==> src/rtl/ahh_pkg.sv <==
// shared types and constants for the auto headlight hysteresis controller
// no dependencies; used by the channel interface, the step logic and the top level
package ahh_pkg;

	typedef enum logic [1:0] {
		MODE_NONE = 2'd0,
		MODE_AUTO = 2'd1,
		MODE_OFF  = 2'd2,
		MODE_ON   = 2'd3
	} mode_t;

	typedef enum logic [2:0] {
		SUB_NONE   = 3'd0,
		SUB_ENTER  = 3'd1,
		SUB_OFF    = 3'd2,
		SUB_ON     = 3'd3,
		SUB_TO_OFF = 3'd4,
		SUB_TO_ON  = 3'd5
	} sub_t;

	typedef enum logic [1:0] {
		ERR_NONE      = 2'd0,
		ERR_READ      = 2'd1,
		ERR_SWITCH    = 2'd2,
		ERR_THRESHOLD = 2'd3
	} err_t;

	// driver switch codes
	localparam logic [7:0] SW_OFF  = 8'd0;
	localparam logic [7:0] SW_ON   = 8'd1;
	localparam logic [7:0] SW_AUTO = 8'd2;

	// configuration register indexes
	localparam logic [1:0] CFG_OFF_THRESHOLD  = 2'd0;
	localparam logic [1:0] CFG_ON_THRESHOLD   = 2'd1;
	localparam logic [1:0] CFG_HOLD_OFF_TICKS = 2'd2;
	localparam logic [1:0] CFG_HOLD_ON_TICKS  = 2'd3;

	localparam int unsigned CFG_INDEX_W = 2;
	localparam int unsigned CFG_DATA_W  = 16;

	// register reset values
	localparam logic [7:0]  RST_OFF_THRESHOLD  = 8'd150;
	localparam logic [7:0]  RST_ON_THRESHOLD   = 8'd100;
	localparam logic [15:0] RST_HOLD_OFF_TICKS = 16'd300;
	localparam logic [15:0] RST_HOLD_ON_TICKS  = 16'd200;

	localparam logic [15:0] TIMER_MAX = 16'hFFFF;

	typedef struct packed {
		logic [7:0]  switch_position;
		logic [15:0] light_level;
		logic        level_read_ok;
	} in_item_t;

	typedef struct packed {
		logic [1:0] error_code;
		logic       light_written;
		logic       light_on;
	} out_item_t;

	typedef struct packed {
		logic [7:0]  off_threshold;
		logic [7:0]  on_threshold;
		logic [15:0] hold_off_ticks;
		logic [15:0] hold_on_ticks;
	} cfg_t;

	typedef struct packed {
		logic        started;
		mode_t       top_mode;
		sub_t        auto_substate;
		logic [15:0] hold_timer;
	} ctrl_state_t;

endpackage

==> src/rtl/ahh_stream_if.sv <==
// valid/ready channel carrying one item of a packed payload type
// depends on ahh_pkg for the default payload type
interface ahh_stream_if #(
	parameter type payload_t = ahh_pkg::in_item_t
);
	logic     valid;
	logic     ready;
	payload_t payload;

	modport source (output valid, output payload, input ready);
	modport sink   (input valid, input payload, output ready);
endinterface

==> src/rtl/ahh_step.sv <==
// one tick of the controller: error checks and the mode machine, combinational
// depends on ahh_pkg
module ahh_step (
	input  ahh_pkg::in_item_t    item,
	input  ahh_pkg::cfg_t        cfg,
	input  ahh_pkg::ctrl_state_t cur,
	output ahh_pkg::ctrl_state_t nxt,
	output ahh_pkg::out_item_t   result
);
	logic [15:0] off_th;
	logic [15:0] on_th;
	logic        above_off;
	logic        below_on;
	logic [15:0] timer_inc;
	ahh_pkg::err_t err;

	assign off_th    = {8'd0, cfg.off_threshold};
	assign on_th     = {8'd0, cfg.on_threshold};
	assign above_off = item.light_level > off_th;
	assign below_on  = item.light_level < on_th;
	assign timer_inc = (cur.hold_timer != ahh_pkg::TIMER_MAX) ? cur.hold_timer + 16'd1
		: cur.hold_timer;

	// first failing check wins: threshold, then switch, then read
	always_comb begin
		if (cfg.off_threshold < cfg.on_threshold) begin
			err = ahh_pkg::ERR_THRESHOLD;
		end else if (item.switch_position > ahh_pkg::SW_AUTO) begin
			err = ahh_pkg::ERR_SWITCH;
		end else if (!item.level_read_ok) begin
			err = ahh_pkg::ERR_READ;
		end else begin
			err = ahh_pkg::ERR_NONE;
		end
	end

	always_comb begin
		nxt                  = cur;
		result.error_code    = err;
		result.light_written = 1'b0;
		result.light_on      = 1'b0;
		if (err != ahh_pkg::ERR_NONE) begin
			result.light_written = 1'b1;
			result.light_on      = 1'b1;
		end else if (!cur.started) begin
			nxt.started  = 1'b1;
			nxt.top_mode = ahh_pkg::MODE_OFF;
		end else begin
			case (cur.top_mode)
				ahh_pkg::MODE_AUTO: begin
					if (item.switch_position == ahh_pkg::SW_ON) begin
						nxt.auto_substate = ahh_pkg::SUB_NONE;
						nxt.top_mode      = ahh_pkg::MODE_ON;
					end else if (item.switch_position == ahh_pkg::SW_OFF) begin
						nxt.auto_substate = ahh_pkg::SUB_NONE;
						nxt.top_mode      = ahh_pkg::MODE_OFF;
					end else begin
						case (cur.auto_substate)
							ahh_pkg::SUB_ENTER: begin
								nxt.auto_substate = above_off ? ahh_pkg::SUB_OFF
									: ahh_pkg::SUB_ON;
							end
							ahh_pkg::SUB_OFF: begin
								if (below_on) begin
									nxt.auto_substate = ahh_pkg::SUB_TO_ON;
								end else begin
									result.light_written = 1'b1;
									nxt.hold_timer       = '0;
								end
							end
							ahh_pkg::SUB_ON: begin
								if (above_off) begin
									nxt.auto_substate = ahh_pkg::SUB_TO_OFF;
								end else begin
									result.light_written = 1'b1;
									result.light_on      = 1'b1;
									nxt.hold_timer       = '0;
								end
							end
							ahh_pkg::SUB_TO_OFF: begin
								if (!above_off) begin
									nxt.auto_substate = ahh_pkg::SUB_ON;
								end else if (cur.hold_timer >= cfg.hold_off_ticks) begin
									nxt.auto_substate = ahh_pkg::SUB_OFF;
								end else begin
									nxt.hold_timer = timer_inc;
								end
							end
							default: begin
								// to-on; the no-substate code and the unused codes behave the same
								if (!below_on) begin
									nxt.auto_substate = ahh_pkg::SUB_OFF;
								end else if (cur.hold_timer >= cfg.hold_on_ticks) begin
									nxt.auto_substate = ahh_pkg::SUB_ON;
								end else begin
									nxt.hold_timer    = timer_inc;
									nxt.auto_substate = ahh_pkg::SUB_TO_ON;
								end
							end
						endcase
					end
				end
				ahh_pkg::MODE_OFF: begin
					case (item.switch_position)
						ahh_pkg::SW_AUTO: begin
							nxt.top_mode      = ahh_pkg::MODE_AUTO;
							nxt.auto_substate = ahh_pkg::SUB_ENTER;
						end
						ahh_pkg::SW_ON: begin
							nxt.top_mode = ahh_pkg::MODE_ON;
						end
						default: begin
							result.light_written = 1'b1;
						end
					endcase
				end
				default: begin
					// on mode; a started block with no mode acts the same
					case (item.switch_position)
						ahh_pkg::SW_OFF: begin
							nxt.top_mode = ahh_pkg::MODE_OFF;
						end
						ahh_pkg::SW_AUTO: begin
							nxt.top_mode      = ahh_pkg::MODE_AUTO;
							nxt.auto_substate = ahh_pkg::SUB_ENTER;
						end
						default: begin
							result.light_written = 1'b1;
							result.light_on      = 1'b1;
							nxt.top_mode         = ahh_pkg::MODE_ON;
						end
					endcase
				end
			endcase
		end
	end
endmodule

==> src/rtl/auto_headlight_hysteresis_ctrl_unit.sv <==
// top level of the auto headlight hysteresis controller
// depends on ahh_pkg, ahh_stream_if and ahh_step
//
// throughput: one item per cycle while the output is not back-pressured; the only loop is the controller state register
// reset: arst_n clears control state and loads the register defaults
//        (off 150, on 100, hold off 300, hold on 200); no clearing pass
module auto_headlight_hysteresis_ctrl_unit (
	input  logic                                  clk,
	input  logic                                  arst_n,
	ahh_stream_if.sink                            in_ch,
	ahh_stream_if.source                          out_ch,
	input  logic                                  cfg_we,
	input  logic [ahh_pkg::CFG_INDEX_W-1:0]       cfg_index,
	input  logic [ahh_pkg::CFG_DATA_W-1:0]        cfg_wdata
);
	// configuration registers
	ahh_pkg::cfg_t cfg_q;

	// input stage
	logic              valid_s1;
	ahh_pkg::in_item_t item_s1;

	// result stage
	logic               valid_s2;
	ahh_pkg::out_item_t result_s2;

	// controller state
	ahh_pkg::ctrl_state_t state_q;
	ahh_pkg::ctrl_state_t state_next;
	ahh_pkg::out_item_t   result_next;

	logic advance;
	logic take_in;

	// the input stage moves on whenever the result stage is free or being drained
	assign advance = valid_s1 && (!valid_s2 || out_ch.ready);
	assign take_in = in_ch.valid && in_ch.ready;

	assign in_ch.ready    = !valid_s1 || advance;
	assign out_ch.valid   = valid_s2;
	assign out_ch.payload = result_s2;

	// user must write registers only while idle; unenforced, no interlock with items in flight
	always_ff @(posedge clk or negedge arst_n) begin
		if (!arst_n) begin
			cfg_q.off_threshold  <= ahh_pkg::RST_OFF_THRESHOLD;
			cfg_q.on_threshold   <= ahh_pkg::RST_ON_THRESHOLD;
			cfg_q.hold_off_ticks <= ahh_pkg::RST_HOLD_OFF_TICKS;
			cfg_q.hold_on_ticks  <= ahh_pkg::RST_HOLD_ON_TICKS;
		end else if (cfg_we) begin
			case (cfg_index)
				ahh_pkg::CFG_OFF_THRESHOLD:  cfg_q.off_threshold  <= cfg_wdata[7:0];
				ahh_pkg::CFG_ON_THRESHOLD:   cfg_q.on_threshold   <= cfg_wdata[7:0];
				ahh_pkg::CFG_HOLD_OFF_TICKS: cfg_q.hold_off_ticks <= cfg_wdata;
				ahh_pkg::CFG_HOLD_ON_TICKS:  cfg_q.hold_on_ticks  <= cfg_wdata;
				default: ;
			endcase
		end
	end

	// tick logic sits between the input register and the result register
	ahh_step u_step (
		.item   (item_s1),
		.cfg    (cfg_q),
		.cur    (state_q),
		.nxt    (state_next),
		.result (result_next)
	);

	// state commits in item order, at the edge the item leaves the input stage
	always_ff @(posedge clk or negedge arst_n) begin
		if (!arst_n) begin
			state_q.started       <= 1'b0;
			state_q.top_mode      <= ahh_pkg::MODE_NONE;
			state_q.auto_substate <= ahh_pkg::SUB_NONE;
			state_q.hold_timer    <= '0;
		end else if (advance) begin
			state_q <= state_next;
		end
	end

	// input stage control
	always_ff @(posedge clk or negedge arst_n) begin
		if (!arst_n) begin
			valid_s1 <= 1'b0;
		end else if (in_ch.ready) begin
			valid_s1 <= in_ch.valid;
		end
	end

	// input payload, no reset needed
	always_ff @(posedge clk) begin
		if (take_in) begin
			item_s1 <= in_ch.payload;
		end
	end

	// result stage control: filled by the input stage, emptied by the sink
	always_ff @(posedge clk or negedge arst_n) begin
		if (!arst_n) begin
			valid_s2 <= 1'b0;
		end else if (advance) begin
			valid_s2 <= 1'b1;
		end else if (out_ch.ready) begin
			valid_s2 <= 1'b0;
		end
	end

	always_ff @(posedge clk) begin
		if (advance) begin
			result_s2 <= result_next;
		end
	end
endmodule

==> src/flat_wrapper.sv <==
// flat-port wrapper written by rule: the top's interface ports become plain ports
module auto_headlight_hysteresis_ctrl_unit_flat import ahh_pkg::*;
  (clk, arst_n, cfg_we, cfg_index, cfg_wdata, in_ch_valid, in_ch_payload, in_ch_ready, out_ch_valid, out_ch_payload, out_ch_ready);
  ahh_stream_if #(.payload_t(in_item_t)) in_ch_i ();
  ahh_stream_if #(.payload_t(out_item_t)) out_ch_i ();
  input  logic clk;
  input  logic arst_n;
  input  logic cfg_we;
  input  logic [ahh_pkg::CFG_INDEX_W-1:0] cfg_index;
  input  logic [ahh_pkg::CFG_DATA_W-1:0] cfg_wdata;
  input wire logic [$bits(in_ch_i.valid)-1:0] in_ch_valid;
  input wire logic [$bits(in_ch_i.payload)-1:0] in_ch_payload;
  output wire logic [$bits(in_ch_i.ready)-1:0] in_ch_ready;
  output wire logic [$bits(out_ch_i.valid)-1:0] out_ch_valid;
  output wire logic [$bits(out_ch_i.payload)-1:0] out_ch_payload;
  input wire logic [$bits(out_ch_i.ready)-1:0] out_ch_ready;
  assign in_ch_i.valid = in_ch_valid;
  assign in_ch_i.payload = in_ch_payload;
  assign in_ch_ready = in_ch_i.ready;
  assign out_ch_valid = out_ch_i.valid;
  assign out_ch_payload = out_ch_i.payload;
  assign out_ch_i.ready = out_ch_ready;
  auto_headlight_hysteresis_ctrl_unit u_core (.clk(clk), .arst_n(arst_n), .in_ch(in_ch_i), .out_ch(out_ch_i), .cfg_we(cfg_we), .cfg_index(cfg_index), .cfg_wdata(cfg_wdata));
endmodule
==> config.mk <==
export PLATFORM = sky130hd
export DESIGN_NAME = auto_headlight_hysteresis_ctrl_unit_flat
export DESIGN_NICKNAME = d
export VERILOG_FILES = /design/src/rtl/ahh_pkg.sv /design/src/rtl/ahh_stream_if.sv /design/src/rtl/ahh_step.sv /design/src/rtl/auto_headlight_hysteresis_ctrl_unit.sv /design/src/flat_wrapper.sv
export SDC_FILE = /design/constraint.sdc
export NUM_CORES = 1
export LEC_CHECK = 0
export BUFFER_PORTS_ARGS = -buffer_cell sky130_fd_sc_hd__buf_4
export CAP_MARGIN = 10
export CORE_ASPECT_RATIO = 1.25
export CORE_MARGIN = 5
export CORE_UTILIZATION = 60
export DETAILED_ROUTE_END_ITERATION = 12
export PLACE_DENSITY = 0.92
export SYNTH_ARGS = -nofsm -noshare
export SYNTH_HDL_FRONTEND = slang
export SYNTH_SLANG_ARGS = --single-unit
==> constraint.sdc <==
create_clock -name clk -period 3.99 [get_ports clk]
set_clock_uncertainty 0.05 [all_clocks]
set_input_delay 0.1995 -clock clk [delete_from_list [all_inputs] [get_ports clk]]
set_output_delay 0.1995 -clock clk [all_outputs]
set_load 0.03 [all_outputs]
== Yosys cells after proc, flatten, opt, wreduce, memory -nomap -nowiden ==
Index checks and enable logic that the tools add are counted.
Storage, ports and cells
  register bits: 101
  bits in latches: 0
  memory bits (writable): 0
  ROM bits: 0
  output and inout bits: 6
  logic and storage cells: 110
  memories kept: 0
Operators by class
  add/sub/neg operators: 1
  multipliers: 0
  div/mod/pow operators: 0
  order comparisons: 6
  equal/unequal tests: 22
  shift operators: 0
  multiplexer cells: 40
  bitwise operators: 4
  reductions and logical operators: 21
Operators with widths (number)
  $mux W16: 7
  $pmux W16 S4: 1
  $ge A16 B16 Y1: 2
  $mux W3: 8
  $mux W2: 9
  $add A16 B1 Y16 const B: 1
  $gt A16 B8 Y1: 1
  $lt A16 B8 Y1: 1
  $ne A16 B16 Y1 const B: 1
  $reduce_and A13 Y1: 1
  $pmux W3 S4: 1
  $ne A5 B5 Y1 const B: 2
  $pmux W5 S2: 1
  $reduce_and A2 Y1: 5
  $eq A8 B1 Y1 const B: 1
  $eq A8 B2 Y1 const B: 1
  $gt A8 B2 Y1 const B: 1
  $logic_not A8 Y1: 1
  $lt A8 B8 Y1: 1
  $ne A2 B2 Y1 const B: 4
  $ne A4 B4 Y1 const B: 2
  $pmux W2 S2: 2
  $mux W1: 7
  $eq A2 B2 Y1 const B: 3
  18 further kinds: 30

== Logic depth before layout (Yosys ltp) ==
  word-level depth: 8
  depth in mapped cells: 11

== By module ==
A second synthesis with hierarchy kept.
Unflattened totals
  cell total of the unflattened synthesis: 538
  area, all modules: 6028.3 um2
By module, submodules not included
  auto_headlight_hysteresis_ctrl_unit: instances 1, cells each 186, area each 3609.7 um2, sequential area each 2690.1 um2
  ahh_step: instances 1, cells each 352, area each 2418.6 um2, sequential area each 0.0 um2

== Worst setup path after synthesis ==
No wires, ideal clock.
  path type: reg2reg
  start: register u_core.cfg_q[41] (netlist name)
  end: register u_core.state_q[16] (netlist name)
  library setup time: 0.124 ns
  arrival: 2.634 ns
  required time: 3.816 ns
  slack: 1.183 ns
  cell stages (with the launch flop): 11
  period minus slack after synthesis: 2.807 ns
  path through: dfstp_2 > inv_1 > ha_1 > nor2b_1 > o211ai_1 > a21oi_1 > a2111o_1 > nor3b_1 > or4b_1 > buf_2 > o31a_1
Between the ends
  longest elaborated chain between the ends: 6
  elaborated cells on any way between the ends: 14
  classes of those cells: order compare: 2; eq/ne: 2; mux: 7; bitwise: 1; reduce/logical: 2
Ends and longest elaborated chain
  start, declared: RTL line auto_headlight_hysteresis_ctrl_unit.sv:17  | ahh_pkg::cfg_t cfg_q;
  $gt A16 B8 Y1: RTL line ahh_step.sv:19  | assign above_off = item.light_level > off_th;
  $mux W3 or $mux W1 (tied branches): RTL line ahh_step.sv:81, ahh_step.sv:60
  $pmux W3 S4: RTL line ahh_step.sv:58  | case (cur.auto_substate)
  $mux W3: RTL line ahh_step.sv:54  | end else if (item.switch_position == ahh_pkg::SW_OFF) begin
  $mux W5: RTL line ahh_step.sv:51  | if (item.switch_position == ahh_pkg::SW_ON) begin
  $pmux W5 S2: RTL line ahh_step.sv:49  | case (cur.top_mode)
  end signal, assigned: RTL line auto_headlight_hysteresis_ctrl_unit.sv:78  | state_q <= state_next;
  end, declared: RTL line auto_headlight_hysteresis_ctrl_unit.sv:28  | ahh_pkg::ctrl_state_t state_q;
Several ways; a longest one is shown, not always the timed one.
A chain may end at the register's enable or synchronous reset.

== Worst setup path in the final report ==
  start: register u_core.cfg_q[38] (netlist name)
  end: register u_core.state_q[15] (netlist name)
Between the ends
  longest elaborated chain between the ends: 5
  elaborated cells on any way between the ends: 8
  classes of those cells: order compare: 2; eq/ne: 1; mux: 1; bitwise: 1; reduce/logical: 3
Ends and longest elaborated chain
  parallel branches: the longest is 4 deep, another holds $lt A16 B8 Y1
  $reduce_and A13 Y1 (no source line) *
Mark *: on every way between the ends.

==> results.toml <==
[status]
status = "finished, final reports clean"

[grt]
grt_max_degree = 73
grt.met2_usage_pct = 43.2
grt_pass1_wl_mm = 22.8
antenna_found_initial = 0
use_met1_pct = 28.1
grt_use_total_pct = 24.2
grt_pass1_vias = 4766
met3_usage_pct = 4.88
grt.busiest_layer = "met2"
grt-ovfl-total = 0

[synthesis]
avgSynthCellArea_sq_um = 11.0
netlist_area_sq_um = 5750
yosysTopAreaCell = "dfrtp_1"
synth_nets = 627
post_synth_num_cell_types = 67
synth_edf_count = 29
synth-seq-area-share_pct = 46.7
ys_async_sr_fraction_pct = 71.3
ys_top_cells_by_area = "dfrtp_1 (25%), edfxtp_1 (15%), ha_1 (12%)"
ys.flop_type = "dfrtp_1"
ys_ff_latch = 101
synth_top_area_share_pct = 25.2
syn-instance-count = 522
ys_warn_count = 0

[worst_setup_path]
path_class = "reg -> reg"
end_kind = "register"
required_ns = 4.17
critPathMaxFanout = 13
worstPathArrival_ns = 3.23
startpoint_type = "register"

[power]
power_frac_clock_pct = 34.0
power.share.sequential_pct = 47.1
irDropWorstVdd_mv = 0.339
power_density_nw_per_um2 = 395
p_leak_uw = 0.00311
p_sw_uw = 700
switching_share_pct = 26.0
p_comb_share_pct = 18.8
p_int_uw = 1990

[detailed_routing]
vias = 4386
dr.pass1.iters = 5
wl_per_cell_um = 17.8
drc = 0
wl_mm = 13.1
vias_per_cell = 5.98
postRouteAntennaNets = 0
drtIter0Drc = 266

[clock_network]
cts_inserted_buffers = 9
cts-root-buf = "clkbuf_16"
cts.sinks = 101
clk_path_buf_depth = 2
cts_tree = "built"
cts_resized = 0
clock_latency_ns = 0.35
holdBufCountCts = 27
clk_pin_slew_worst_paths_ns = 0.07
cts_max_level = 3
cts_setup_buffers = 0

[sta]
rsz0062_at_grt = "no"
layout_min_cycle_time_ns = 3.05
fmax_ghz = 0.328
worstMarginPinSlew_ns = 1.09
hold_viol = 0
finalSetupTns_ns = 0
post-route-period-util_pct = 76.4
setup_violations = 0
slew_headroom_pct = 27.5
slew_violations = 0

[finish]
final_common_cell = "dfrtp_1"
antenna_cells = 0
fin_nets = 708
area_growth_pct = 18.6
drive_above_1_share_pct = 22.5
layout_common_cells = "dfrtp_1 (58), ha_1 (57), inv_1 (54), buf_4 (54), mux2_2 (42)"
final_util_pct = 71.8

[die]
num_rows = 40
start_util_pct = 60.5
core_sq_um = 9510
pin_count = 54
fp.dieW_um = 97.6
die_area_sq_um = 11700
die_height_um = 119

[job]
maxCapViolCount = 0

[placed_design]
gp_congestion = 0.872
port_buffers = 53
hpwl_mm = 9.00

[hold_path]
hold_class = "in -> reg"
[layer usage]
layer	wire (um)	share of wire (%)
met5	0	0
met4	482	3.7
met3	580	4.4
met2	6850	52
met1	5180	40
[critical path, cell delays in order (launching register included)]
cell	delay, ns
dfstp_2	0.54
inv_1	0.06
ha_1	0.31
a21o_2	0.22
a2111oi_4	0.36
o31a_4	0.25
mux2i_1	0.23
nand2_1	0.14
o2111a_1	0.35
a221o_1	0.39
[cell type report]
class | instances | area, sq um
flip-flops and latches | 101 | 2690
repair buffers | 81 | 676
multi-input cells | 356 | 2790
well taps | 126 | 158
clock inverters | 5 | 75.1
clock buffers | 11 | 233
inverters | 54 | 203
fillers | 623 | 2690
[metrics by stage]
step	hold slack, ns	total power, uW	setup slack, ns	cells	instance area (sq um)
finish	0.0460	2690	0.941	734	6820
global route	0.0376	2840	0.749	734	6820
floorplan	-0.146	1590	1.18	522	5750
detailed placement	0.329	1760	1.02	691	6250
global placement	0.314	1720	1.07	691	6250
CTS	0.0358	2700	0.998	734	6820
[power by group through the flow]
| stage | clock network, uW | registers [uW] | logic [uW] |
|---|---|---|---|
| after floorplan | 0 | 1270 | 320 |
| after global placement | 0 | 1280 | 444 |
| after detailed placement | 0 | 1290 | 478 |
| after CTS | 927 | 1270 | 505 |
| after global routing | 977 | 1280 | 576 |
| final | 916 | 1270 | 507 |
[final timing paths]
kind / startpoint / to / slack, ns / depth (start not counted)
worst max-delay path: u_core.cfg_q[38]$_DFFE_PN1P_ / u_core.state_q[15]$_DFFE_PN0P_ / 0.94 / 9
worst min-delay path: cfg_wdata[10] / u_core.cfg_q[10]$_DFFE_PN0P_ / 0.05 / 2
worst max register to register: u_core.cfg_q[38]$_DFFE_PN1P_ / u_core.state_q[15]$_DFFE_PN0P_ / 0.94 / 9
worst min register to register: u_core.cfg_q[5]$_DFFE_PN0P_ / u_core.cfg_q[5]$_DFFE_PN0P_ / 0.46 / 1
max in group asynchronous: arst_n / u_core.out_ch.valid$_DFFE_PN0P_ / 2.79 / 2
min in group asynchronous: arst_n / u_core.cfg_q[2]$_DFFE_PN0P_ / 0.48 / 2
[synth_stat cells (all sizes together), types with 3 or more instances]
master / n
or2: 4
mux2: 42
or3: 3
a211oi: 9
nand2b: 11
dfrtp: 58
a221oi: 3
o211ai: 5
edfxtp: 29
nor2: 37
buf: 6
a2111oi: 3
o31a: 3
nor3: 5
o21bai: 4
dfstp: 14
nand4: 7
nand3: 10
a21o: 4
o21a: 4
nand3b: 3
clkbuf: 5
a21oi: 15
and3: 14
a221o: 12
nor4: 5
inv: 54
o21ai: 26
ha: 57
or4: 3
nand2: 37
[sequential cells by signal (all words and copies together) (netlist names)]
register	flops
u_core.valid_s1	1
u_core.item_s1	25
u_core.out_ch.valid	1
u_core.state_q	22
u_core.cfg_q	48
u_core.out_ch.payload	4
[logic make-up after synthesis]
family	count (synthesis)	synth area share, %
simple gates	151	13.8
mux	43	8.39
flops	101	46.7
compound gates	104	13.7
fa+ha+maj	57	12.4
buf+inv	65	4.76
xor+xnor	1	0.152
Note: power is estimated with default switching activity, not from simulation.
